==> src/hw/rtl/crt_pc_pkg.sv <==
// Package for the pair combiner: widths, payload structs and the command
// and result structs of the shared divide/multiply unit. No dependencies.
package crt_pc_pkg;

   localparam int MODULUS_BITS = 32;
   localparam int WIDE_BITS    = 2 * MODULUS_BITS;
   localparam int STEP_BITS    = $clog2(WIDE_BITS);

   typedef struct packed {
      logic [MODULUS_BITS-1:0] residue_one;
      logic [MODULUS_BITS-1:0] modulus_one;
      logic [MODULUS_BITS-1:0] residue_two;
      logic [MODULUS_BITS-1:0] modulus_two;
   } req_type;

   typedef struct packed {
      logic [WIDE_BITS-1:0] solution;
      logic [WIDE_BITS-1:0] combined_modulus;
      logic                 solvable;
   } rsp_type;

   typedef enum logic {
      UNIT_DIV,
      UNIT_MUL
   } unit_mode_type;

   typedef struct packed {
      logic                    start;
      unit_mode_type           mode;
      logic                    wide_steps;
      logic [WIDE_BITS-1:0]    dividend;
      logic [MODULUS_BITS-1:0] divisor;
      logic [WIDE_BITS-1:0]    mcand;
   } unit_cmd_type;

   typedef struct packed {
      logic                    done;
      logic [WIDE_BITS-1:0]    quotient;
      logic [MODULUS_BITS-1:0] remainder;
      logic [WIDE_BITS-1:0]    product;
   } unit_rsp_type;

endpackage

==> src/hw/rtl/crt_pc_divmul_unit.sv <==
// Shared bit-serial unit: restoring divider and shift-add multiplier.
// Uses crt_pc_pkg for widths and the command/result structs.
module crt_pc_divmul_unit (
   input  logic                      clock,
   input  logic                      reset,
   input  crt_pc_pkg::unit_cmd_type  cmd,
   output crt_pc_pkg::unit_rsp_type  result
);

   localparam int W  = crt_pc_pkg::MODULUS_BITS;
   localparam int WW = crt_pc_pkg::WIDE_BITS;
   localparam int SB = crt_pc_pkg::STEP_BITS;

   logic                      busy_ff, busy_in;
   logic                      done_ff, done_in;
   logic [SB-1:0]             cnt_ff, cnt_in;
   logic [WW-1:0]             shreg_ff, shreg_in;
   logic [W-1:0]              rem_ff, rem_in;
   logic [WW-1:0]             quo_ff, quo_in;
   logic [WW-1:0]             acc_ff, acc_in;
   logic [W-1:0]              divisor_ff, divisor_in;
   logic [WW-1:0]             mcand_ff, mcand_in;
   crt_pc_pkg::unit_mode_type mode_ff, mode_in;

   logic       bit_out;
   logic [W:0] trial;
   logic       ge;
   logic       acc_bit;

   // The dividend register doubles as the multiplier, MSB first, so the
   // product accumulates as acc = 2*acc + bit*mcand in either mode. In
   // divide mode the bit is the new quotient bit, giving quotient*mcand.
   always_comb begin
      bit_out = shreg_ff[WW-1];
      trial   = {rem_ff, bit_out};
      ge      = (trial >= {1'b0, divisor_ff});
      acc_bit = (mode_ff == crt_pc_pkg::UNIT_DIV) ? ge : bit_out;

      busy_in    = busy_ff;
      done_in    = 1'b0;
      cnt_in     = cnt_ff;
      shreg_in   = shreg_ff;
      rem_in     = rem_ff;
      quo_in     = quo_ff;
      acc_in     = acc_ff;
      divisor_in = divisor_ff;
      mcand_in   = mcand_ff;
      mode_in    = mode_ff;

      if (cmd.start) begin
         busy_in    = 1'b1;
         mode_in    = cmd.mode;
         divisor_in = cmd.divisor;
         mcand_in   = cmd.mcand;
         rem_in     = '0;
         quo_in     = '0;
         acc_in     = '0;
         if (cmd.wide_steps) begin
            shreg_in = cmd.dividend;
            cnt_in   = SB'(WW - 1);
         end else begin
            shreg_in = {cmd.dividend[W-1:0], {(WW-W){1'b0}}};
            cnt_in   = SB'(W - 1);
         end
      end else if (busy_ff) begin
         shreg_in = {shreg_ff[WW-2:0], 1'b0};
         rem_in   = ge ? W'(trial - {1'b0, divisor_ff}) : trial[W-1:0];
         quo_in   = {quo_ff[WW-2:0], ge};
         acc_in   = {acc_ff[WW-2:0], 1'b0} + (acc_bit ? mcand_ff : '0);
         cnt_in   = cnt_ff - 1'b1;
         if (cnt_ff == '0) begin
            busy_in = 1'b0;
            done_in = 1'b1;
         end
      end
   end

   always_ff @(posedge clock) begin
      if (reset) begin
         busy_ff <= 1'b0;
         done_ff <= 1'b0;
      end else begin
         busy_ff <= busy_in;
         done_ff <= done_in;
      end
      cnt_ff     <= cnt_in;
      shreg_ff   <= shreg_in;
      rem_ff     <= rem_in;
      quo_ff     <= quo_in;
      acc_ff     <= acc_in;
      divisor_ff <= divisor_in;
      mcand_ff   <= mcand_in;
      mode_ff    <= mode_in;
   end

   assign result.done      = done_ff;
   assign result.quotient  = quo_ff;
   assign result.remainder = rem_ff;
   assign result.product   = acc_ff;

endmodule

==> src/hw/rtl/crt_pair_combiner_core.sv <==
// Combines x = r1 mod n1 and x = r2 mod n2 (moduli need not be coprime) into
// the least solution modulo lcm(n1, n2), or flags the pair as unsolvable.
// A sequencer drives one bit-serial divide/multiply unit: every division or
// product is one unit pass, the 64-bit reduction a pass of wide steps. A zero
// modulus goes straight to the output, and an inconsistent pair stops right
// after the residue check. Ready is high only while the sequencer idles; a
// finished result waits in an output register without blocking new input,
// and only a result that finds that register still full waits for it.
module crt_pair_combiner_core (
   input  logic                clock,
   input  logic                reset,
   input  logic                req_valid,
   output logic                req_ready,
   input  crt_pc_pkg::req_type req_data,
   output logic                rsp_valid,
   input  logic                rsp_ready,
   output crt_pc_pkg::rsp_type rsp_data
);

   localparam int W  = crt_pc_pkg::MODULUS_BITS;
   localparam int WW = crt_pc_pkg::WIDE_BITS;

   typedef enum logic [4:0] {
      ST_IDLE, ST_RED1, ST_RED2, ST_GCD, ST_MODG1, ST_MODG2, ST_DIVA, ST_DIVB,
      ST_LCM, ST_R1N2, ST_DIVC, ST_AMODB, ST_EUCL, ST_INVFIX, ST_KMUL, ST_KMOD,
      ST_XMUL, ST_OUT
   } state_type;

   state_type state_ff, state_in;
   logic      launched_ff, launched_in;
   logic      ok_ff, ok_in;
   logic [W-1:0] r1_ff, r1_in, n1_ff, n1_in, r2_ff, r2_in, n2_ff, n2_in;
   logic [W-1:0] p_ff, p_in, q_ff, q_in, g_ff, g_in, e1_ff, e1_in;
   logic [W-1:0] a_ff, a_in, b_ff, b_in, c_ff, c_in, inv_ff, inv_in, k_ff, k_in;
   logic signed [W+1:0] t0_ff, t0_in, t1_ff, t1_in;
   logic [WW-1:0] lcm_ff, lcm_in, wide_ff, wide_in;
   logic          rsp_valid_ff, rsp_valid_in;
   crt_pc_pkg::rsp_type rsp_data_ff, rsp_data_in;

   crt_pc_pkg::unit_cmd_type cmd;
   crt_pc_pkg::unit_rsp_type ures;

   logic                go, fin;
   logic [W:0]          diff_sum;
   logic [WW-1:0]       coef_full;
   logic signed [W+1:0] fix_v;
   logic [W:0]          fix_sub;

   crt_pc_divmul_unit u_unit (
      .clock  (clock),
      .reset  (reset),
      .cmd    (cmd),
      .result (ures)
   );

   always_comb begin
      go  = !launched_ff;
      fin = launched_ff && ures.done;

      diff_sum  = {1'b0, r2_ff} + {1'b0, n2_ff} - {1'b0, ures.remainder};
      coef_full = {{(WW-W-2){t0_ff[W+1]}}, t0_ff} - ures.product;
      fix_v     = t0_ff[W+1] ? (t0_ff + $signed({2'b00, b_ff})) : t0_ff;
      fix_sub   = fix_v[W:0] - {1'b0, b_ff};

      state_in     = state_ff;
      ok_in        = ok_ff;
      r1_in = r1_ff; n1_in = n1_ff; r2_in = r2_ff; n2_in = n2_ff;
      p_in  = p_ff;  q_in  = q_ff;  g_in  = g_ff;  e1_in = e1_ff;
      a_in  = a_ff;  b_in  = b_ff;  c_in  = c_ff;  inv_in = inv_ff; k_in = k_ff;
      t0_in = t0_ff; t1_in = t1_ff;
      lcm_in  = lcm_ff;
      wide_in = wide_ff;
      rsp_data_in  = rsp_data_ff;
      rsp_valid_in = rsp_valid_ff && !rsp_ready;

      cmd       = '0;
      cmd.mode  = crt_pc_pkg::UNIT_DIV;

      unique case (state_ff)
         ST_IDLE: begin
            if (req_valid) begin
               r1_in = req_data.residue_one;
               n1_in = req_data.modulus_one;
               r2_in = req_data.residue_two;
               n2_in = req_data.modulus_two;
               ok_in = 1'b1;
               if (req_data.modulus_one == '0 || req_data.modulus_two == '0) begin
                  ok_in    = 1'b0;
                  state_in = ST_OUT;
               end else begin
                  state_in = ST_RED1;
               end
            end
         end
         ST_RED1: begin
            cmd.start    = go;
            cmd.dividend = {{(WW-W){1'b0}}, r1_ff};
            cmd.divisor  = n1_ff;
            if (fin) begin
               r1_in    = ures.remainder;
               state_in = ST_RED2;
            end
         end
         ST_RED2: begin
            cmd.start    = go;
            cmd.dividend = {{(WW-W){1'b0}}, r2_ff};
            cmd.divisor  = n2_ff;
            if (fin) begin
               r2_in    = ures.remainder;
               p_in     = n1_ff;
               q_in     = n2_ff;
               state_in = ST_GCD;
            end
         end
         ST_GCD: begin
            if (q_ff == '0) begin
               g_in     = p_ff;
               state_in = ST_MODG1;
            end else begin
               cmd.start    = go;
               cmd.dividend = {{(WW-W){1'b0}}, p_ff};
               cmd.divisor  = q_ff;
               if (fin) begin
                  p_in = q_ff;
                  q_in = ures.remainder;
               end
            end
         end
         ST_MODG1: begin
            cmd.start    = go;
            cmd.dividend = {{(WW-W){1'b0}}, r1_ff};
            cmd.divisor  = g_ff;
            if (fin) begin
               e1_in    = ures.remainder;
               state_in = ST_MODG2;
            end
         end
         ST_MODG2: begin
            cmd.start    = go;
            cmd.dividend = {{(WW-W){1'b0}}, r2_ff};
            cmd.divisor  = g_ff;
            if (fin) begin
               if (ures.remainder != e1_ff) begin
                  ok_in    = 1'b0;
                  state_in = ST_OUT;
               end else begin
                  state_in = ST_DIVA;
               end
            end
         end
         ST_DIVA: begin
            cmd.start    = go;
            cmd.dividend = {{(WW-W){1'b0}}, n1_ff};
            cmd.divisor  = g_ff;
            if (fin) begin
               a_in     = ures.quotient[W-1:0];
               state_in = ST_DIVB;
            end
         end
         ST_DIVB: begin
            cmd.start    = go;
            cmd.dividend = {{(WW-W){1'b0}}, n2_ff};
            cmd.divisor  = g_ff;
            if (fin) begin
               b_in     = ures.quotient[W-1:0];
               state_in = ST_LCM;
            end
         end
         ST_LCM: begin
            cmd.start    = go;
            cmd.mode     = crt_pc_pkg::UNIT_MUL;
            cmd.dividend = {{(WW-W){1'b0}}, n2_ff};
            cmd.mcand    = {{(WW-W){1'b0}}, a_ff};
            if (fin) begin
               lcm_in   = ures.product;
               state_in = ST_R1N2;
            end
         end
         ST_R1N2: begin
            cmd.start    = go;
            cmd.dividend = {{(WW-W){1'b0}}, r1_ff};
            cmd.divisor  = n2_ff;
            if (fin) begin
               // Difference of the residues, brought back into [0, n2).
               if (r2_ff >= ures.remainder) begin
                  e1_in = r2_ff - ures.remainder;
               end else begin
                  e1_in = diff_sum[W-1:0];
               end
               state_in = ST_DIVC;
            end
         end
         ST_DIVC: begin
            cmd.start    = go;
            cmd.dividend = {{(WW-W){1'b0}}, e1_ff};
            cmd.divisor  = g_ff;
            if (fin) begin
               c_in     = ures.quotient[W-1:0];
               state_in = ST_AMODB;
            end
         end
         ST_AMODB: begin
            cmd.start    = go;
            cmd.dividend = {{(WW-W){1'b0}}, a_ff};
            cmd.divisor  = b_ff;
            if (fin) begin
               p_in     = b_ff;
               q_in     = ures.remainder;
               t0_in    = '0;
               t1_in    = (W+2)'(1);
               state_in = ST_EUCL;
            end
         end
         ST_EUCL: begin
            if (q_ff == '0) begin
               state_in = ST_INVFIX;
            end else begin
               // The unit returns the quotient times t1 alongside the division.
               cmd.start    = go;
               cmd.dividend = {{(WW-W){1'b0}}, p_ff};
               cmd.divisor  = q_ff;
               cmd.mcand    = {{(WW-W-2){t1_ff[W+1]}}, t1_ff};
               if (fin) begin
                  p_in  = q_ff;
                  q_in  = ures.remainder;
                  t0_in = t1_ff;
                  t1_in = $signed(coef_full[W+1:0]);
               end
            end
         end
         ST_INVFIX: begin
            if (fix_v[W:0] >= {1'b0, b_ff}) begin
               inv_in = fix_sub[W-1:0];
            end else begin
               inv_in = fix_v[W-1:0];
            end
            state_in = ST_KMUL;
         end
         ST_KMUL: begin
            cmd.start    = go;
            cmd.mode     = crt_pc_pkg::UNIT_MUL;
            cmd.dividend = {{(WW-W){1'b0}}, inv_ff};
            cmd.mcand    = {{(WW-W){1'b0}}, c_ff};
            if (fin) begin
               wide_in  = ures.product;
               state_in = ST_KMOD;
            end
         end
         ST_KMOD: begin
            cmd.start      = go;
            cmd.wide_steps = 1'b1;
            cmd.dividend   = wide_ff;
            cmd.divisor    = b_ff;
            if (fin) begin
               k_in     = ures.remainder;
               state_in = ST_XMUL;
            end
         end
         ST_XMUL: begin
            cmd.start    = go;
            cmd.mode     = crt_pc_pkg::UNIT_MUL;
            cmd.dividend = {{(WW-W){1'b0}}, n1_ff};
            cmd.mcand    = {{(WW-W){1'b0}}, k_ff};
            if (fin) begin
               wide_in  = ures.product + {{(WW-W){1'b0}}, r1_ff};
               state_in = ST_OUT;
            end
         end
         ST_OUT: begin
            if (!rsp_valid_ff || rsp_ready) begin
               rsp_valid_in = 1'b1;
               if (ok_ff) begin
                  rsp_data_in.solution         = wide_ff;
                  rsp_data_in.combined_modulus = lcm_ff;
                  rsp_data_in.solvable         = 1'b1;
               end else begin
                  rsp_data_in = '0;
               end
               state_in = ST_IDLE;
            end
         end
         default: begin
            state_in = ST_IDLE;
         end
      endcase

      launched_in = cmd.start || (launched_ff && !ures.done);
   end

   always_ff @(posedge clock) begin
      if (reset) begin
         state_ff     <= ST_IDLE;
         launched_ff  <= 1'b0;
         rsp_valid_ff <= 1'b0;
      end else begin
         state_ff     <= state_in;
         launched_ff  <= launched_in;
         rsp_valid_ff <= rsp_valid_in;
      end
      ok_ff <= ok_in;
      r1_ff <= r1_in; n1_ff <= n1_in; r2_ff <= r2_in; n2_ff <= n2_in;
      p_ff  <= p_in;  q_ff  <= q_in;  g_ff  <= g_in;  e1_ff <= e1_in;
      a_ff  <= a_in;  b_ff  <= b_in;  c_ff  <= c_in;  inv_ff <= inv_in;
      k_ff  <= k_in;
      t0_ff <= t0_in; t1_ff <= t1_in;
      lcm_ff      <= lcm_in;
      wide_ff     <= wide_in;
      rsp_data_ff <= rsp_data_in;
   end

   assign req_ready = (state_ff == ST_IDLE);
   assign rsp_valid = rsp_valid_ff;
   assign rsp_data  = rsp_data_ff;

endmodule

==> config.mk <==
export PLATFORM = sky130hd
export DESIGN_NAME = crt_pair_combiner_core
export DESIGN_NICKNAME = d
export VERILOG_FILES = /design/src/hw/rtl/crt_pc_pkg.sv /design/src/hw/rtl/crt_pc_divmul_unit.sv /design/src/hw/rtl/crt_pair_combiner_core.sv
export SDC_FILE = /design/constraint.sdc
export NUM_CORES = 2
export LEC_CHECK = 0
export BUFFER_PORTS_ARGS = -buffer_cell sky130_fd_sc_hd__buf_4
export CAP_MARGIN = 20
export CORE_MARGIN = 2
export CORE_UTILIZATION = 50
export CTS_BUF_LIST = sky130_fd_sc_hd__clkbuf_8
export CTS_CLUSTER_DIAMETER = 100
export DETAILED_ROUTE_END_ITERATION = 8
export PLACE_DENSITY = 0.67
export SYNTH_ARGS = -nofsm -noshare
export SYNTH_HDL_FRONTEND = slang
export SYNTH_SLANG_ARGS = --single-unit
==> constraint.sdc <==
create_clock -name clock -period 7.4 [get_ports clock]
set_input_delay 2.22 -clock clock [delete_from_list [all_inputs] [get_ports clock]]
set_output_delay 2.22 -clock clock [all_outputs]
set_load 0.05 [all_outputs]
==> results.md <==
- The number of cells traversed by the worst hold path is 0.
- The highest ir drop seen on vdd is about 0.36 mV.
- After detailed routing, the average wire length per cell comes to ~28 µm.
- The reg2reg setup slack is between 0.6 and 0.7 ns.
- The final setup violation count is 0.
- The nature of the critical path startpoint is a register.
- The initial utilization of the core area, before any placement, comes to ~51%.
- After synthesis, the share of flip-flops with an asynchronous set or reset is 0%.
- The final instance count without filler cells is 7,349.
- Post-CTS timing repair inserted 0 buffers for setup.
- The global routing usage on met2 is 52.5%.
- Clock-pin slew was measured on the worst setup and hold paths at roughly 0.070 ns.
- The post-route core utilization is 57.2%.
- The total number of clock tree sinks is 1,016.
- In this run the biggest area consumer among cell types represents 47.0% of the synthesized area.
- The number of detailed-routing iterations run before antenna repair is 9.
- The H-tree was split into 4 levels.
- Of all nets on the critical path, the largest fanout is 21.
- The synthesized design contains between 1,000 and 1,500 register bits.
- TritonCTS built the clock tree.
- The region available for standard cell placement spans 0.111 mm².
- The via count of the first global-routing pass is 42,300.
- Tracing the worst setup path back leads to its startpoint at u_unit.rem_ff[2].
- The total negative slack is 0 ns.
- The cell type with the largest total area after synthesis is sky130_fd_sc_hd__edfxtp_1.
- The count of nets left with antenna violations once routing finished came out at 0.
- Power comes to 24.9 mW.
- Counting along the longest clock path gives a buffer depth of 3.
- The root buffer selected by CTS is sky130_fd_sc_hd__clkbuf_8.
- Measured in cells, the most critical reg-to-reg path has a length of 21.
- Ranked by instance count, the synthesized netlist is headed by sky130_fd_sc_hd__edfxtp_1 (879), sky130_fd_sc_hd__nand2_1 (643), sky130_fd_sc_hd__o21ai_0 (432), sky130_fd_sc_hd__inv_1 (365), sky130_fd_sc_hd__nor2_1 (340).
- The path with the worst hold slack has its endpoint at g_ff[26].
- The slew at the pin with the worst max-slew slack is 1.26 ns.
- The power density normalized to cell area is 393 mW/mm².
- The total of cells resized after clock tree synthesis is 0.
- The growth of design area from synthesis to finish is 13.0%.
- After global routing, the most crowded layer is met2.
- Counting every instance in the synthesized netlist gives 5,419.
- Global routing consumed, on the met3 layer, 8.11% of the routing resources.
- Entering global routing, the biggest net connects 127 pins.
- The startpoint identified for the worst register-to-register timing path is u_unit.rem_ff[2].
- The portion of the post-synthesis area used by sequential elements is 51.8%.
- In this run the mean area of a mapped cell was approximately 10 µm².
- The later pin in the worst-skew pair is clocked with a latency of 0.89 ns.
- Max-cap violations in this run came to 0.
- In this run the static leakage power is 24.8 nW.
- The total nets after synthesis is around 5,800.
- Across all layers, the routed design uses between 40,000 and 50,000 vias.
- The largest single stage delay on the critical path is ~0.6 ns.
- The routability-driven placement congestion ratio is between 0.9 and 1.
- The die covers 0.115 mm².
- The mapped netlist covers 0.0562 mm².
- The worst max-slew margin expressed relative to the limit is 15.9%.
- Clock skew on the completed layout was measured at 0.0432 ns.
- The flow ran to the end, and the final reports show no timing, DRC or antenna violations.
- In the routed design, unresolved DRC markers number 0.
- The destination of the worst register-to-register timing path is u_unit.acc_ff[63].
- The main combinational cell family by area after synthesis is compound AO/OA/AOI/OAI gates.
- The final-report hold violation count is 0.
- The number of nets at the end of the flow is 6,131.
- For this run, global-route usage on met1 was measured as 48.7%.
- The clock period minus worst slack is a little under 7 ns.
- The type of the most critical hold path is reg -> reg.
- The adder and majority gate portion of the synthesized area is 7.12%.
- The multiplexer fraction of the synthesized cell area is 2.60%.
- The beginning of the worst hold path is p_ff[26].
- After floorplanning, the core was divided into between 100 and 150 placement rows.
- The die outline width is between 300 and 400 µm.
- Together, buffers and inverters on the worst path number 0.
- The simple logic cell fraction of the synthesized area is 14.4%.
- The final layout contains routed wiring with a total length of approximately 210,000 µm.
- The critical path required time is between 8 and 9 ns.
- The vias per cell is about 6.2.
- By area the synthesized netlist is led by sky130_fd_sc_hd__edfxtp_1 (47%), sky130_fd_sc_hd__ha_1 (5.8%), sky130_fd_sc_hd__dfxtp_1 (4.9%).
- The critical path goes through ha_1, a21o_1, a21oi_1, a21oi_1, o31ai_1, a21oi_2, o31a_1, and2_1, ha_1, fa_1, a211oi_1, o21ai_0, a211oi_1, nor3_1, o21ai_1, o31a_1, nand2_1, a2111oi_2, a22oi_1, xor2_1, o21ai_0.
- The cell total after placement is 7,011.
- Detailed placement ended at an HPWL of 156,000 µm.
- The type of the worst setup path is reg -> reg.
- Synthesis instantiated 87 different standard cells from the library.
- The Yosys step of the flow raised 0 warnings.
- Setup repair after global routing left no endpoint under its margin.
- The number of antenna violations at the first check in global routing is 30.
- The overflow left after global routing is 0.
- The most common cell in the synthesized netlist is sky130_fd_sc_hd__edfxtp_1.
- The type of element capturing the critical path is a register.
- Of the total synthesized cell area, the portion taken by XOR and XNOR cells is 4.64%.
- Across every metal layer, demand over resource in global routing totals 34.9%.
- Cells with a size suffix above 1 make up 12.7% of the layout.
- The global-route wire length before repair is slightly below 300,000 µm.
- For this design, the slowest cell found on the critical path is sky130_fd_sc_hd__o31a_1.
- Summing the areas of all compound-gate instances in the mapped netlist gives roughly 15% of the synthesized area.
- The fmax is 0.148 GHz.
- The max-slew violation count is 0.
- Of the available clock period, the critical path in the final layout requires 91.1%.
- In this run, the number of DRC markers left after iteration 0 of detailed routing was 6,104.
- The die is 339 µm tall.
- The top flip-flop cell by instance count after synthesis is sky130_fd_sc_hd__edfxtp_1.
- 263 I/O pins were placed.
- Data arrives at the worst endpoint at 7.54 ns.
- Counting the buffers created by CTS gives ~180.
- Input and output buffers added on the ports amount to 262.
- Hold repair after CTS inserted 0 buffers.
- On the critical path the largest part of the delay comes from compound AO/OA/AOI/OAI gates.
- In this run, synthesis inferred 879 flip-flops with an integrated enable.
## power by group
group	internal [mW]	total, mW	switching (mW)
Combinational	3.89	11.2	7.30
Clock	2.62	5.10	2.48
Sequential	7.55	8.65	1.10
Total	14.1	24.9	10.9
## how the worst max path moves through the flow
stage | cells past startpoint | end
floorplan | 4 | lcm_ff[0]
global placement | 21 | u_unit.acc_ff[55]
detailed placement | 21 | u_unit.acc_ff[55]
CTS | 21 | u_unit.acc_ff[63]
global route | 21 | u_unit.acc_ff[63]
finish | 21 | u_unit.acc_ff[63]
## cell type report
class	instances	area [µm²]
Tap cell	1488	1860
Clock inverter	139	821
Sequential cell	1016	29100
Timing Repair Buffer	356	2750
Antenna cell	6	15.0
Inverter	366	1380
Multi-Input combinational cell	3787	24900
Clock buffer	191	2630
Fill cell	9704	47600
## metrics by stage
step	instance area [µm²]	setup WS (ns)	hold WS, ns
after floorplan	56200	1.36	0.406
after global placement	60000	0.809	0.432
after global routing	63500	0.364	0.474
final	63500	0.657	0.454
after CTS	63500	0.738	0.451
after detailed placement	60000	0.791	0.437
## per-layer routing
metal | wire, µm | share of wire, % | vias up
li1 | - | - | 20400
met1 | 84200 | 41 | 22100
met2 | 89700 | 44 | 2549
met3 | 22900 | 11 | 381
met4 | 8230 | 4.0 | 20
met5 | 134 | 0.065 | -
## sequential cells by signal (all words and copies together), names as in the netlist, 34 cells and up
name	count
rsp_data	129
u_unit.acc_ff	64
t1_ff	34
t0_ff	34
u_unit.mcand_ff	34
wide_ff	64
u_unit.shreg_ff	64
lcm_ff	64
## cell families (layout without fill, tap and decap cells)
group,Yosys count,after routing
flip-flops,1016,1016
multiplexers,139,139
AO/OA/AOI/OAI,1335,1335
other,0,6
adder cells (fa/ha/maj),297,297
AND/OR/NAND/NOR,1718,1718
buffers and inverters,616,1052
XOR/XNOR,298,298
## placed cells by master (no fill, tap or decap), types with 25 or more instances in the layout
cell type / n
sky130_fd_sc_hd__inv_1: 424
sky130_fd_sc_hd__buf_4: 349
sky130_fd_sc_hd__nor4_1: 49
sky130_fd_sc_hd__and3_1: 33
sky130_fd_sc_hd__edfxtp_1: 879
sky130_fd_sc_hd__o21a_1: 28
sky130_fd_sc_hd__clkinv_2: 31
sky130_fd_sc_hd__xnor2_1: 191
sky130_fd_sc_hd__mux2_2: 58
sky130_fd_sc_hd__nor2_1: 324
sky130_fd_sc_hd__nand3_1: 131
sky130_fd_sc_hd__nand2_1: 638
sky130_fd_sc_hd__clkinv_1: 25
sky130_fd_sc_hd__o21bai_1: 31
sky130_fd_sc_hd__xor2_1: 107
sky130_fd_sc_hd__mux2i_1: 81
sky130_fd_sc_hd__a221oi_1: 35
sky130_fd_sc_hd__dfxtp_1: 136
sky130_fd_sc_hd__a31oi_1: 34
sky130_fd_sc_hd__and2_1: 173
sky130_fd_sc_hd__nor2b_1: 29
sky130_fd_sc_hd__nand4_1: 88
sky130_fd_sc_hd__nor3_1: 98
sky130_fd_sc_hd__a21o_1: 103
sky130_fd_sc_hd__a21oi_1: 302
sky130_fd_sc_hd__or3_1: 27
sky130_fd_sc_hd__a211oi_1: 50
sky130_fd_sc_hd__ha_1: 259
sky130_fd_sc_hd__nand2b_1: 41
sky130_fd_sc_hd__a22o_1: 35
sky130_fd_sc_hd__fa_1: 38
sky130_fd_sc_hd__o21ai_0: 430
sky130_fd_sc_hd__clkbuf_8: 191
sky130_fd_sc_hd__a222oi_1: 64
sky130_fd_sc_hd__a22oi_1: 41
No activity file was read; power rests on OpenSTA's default activity.
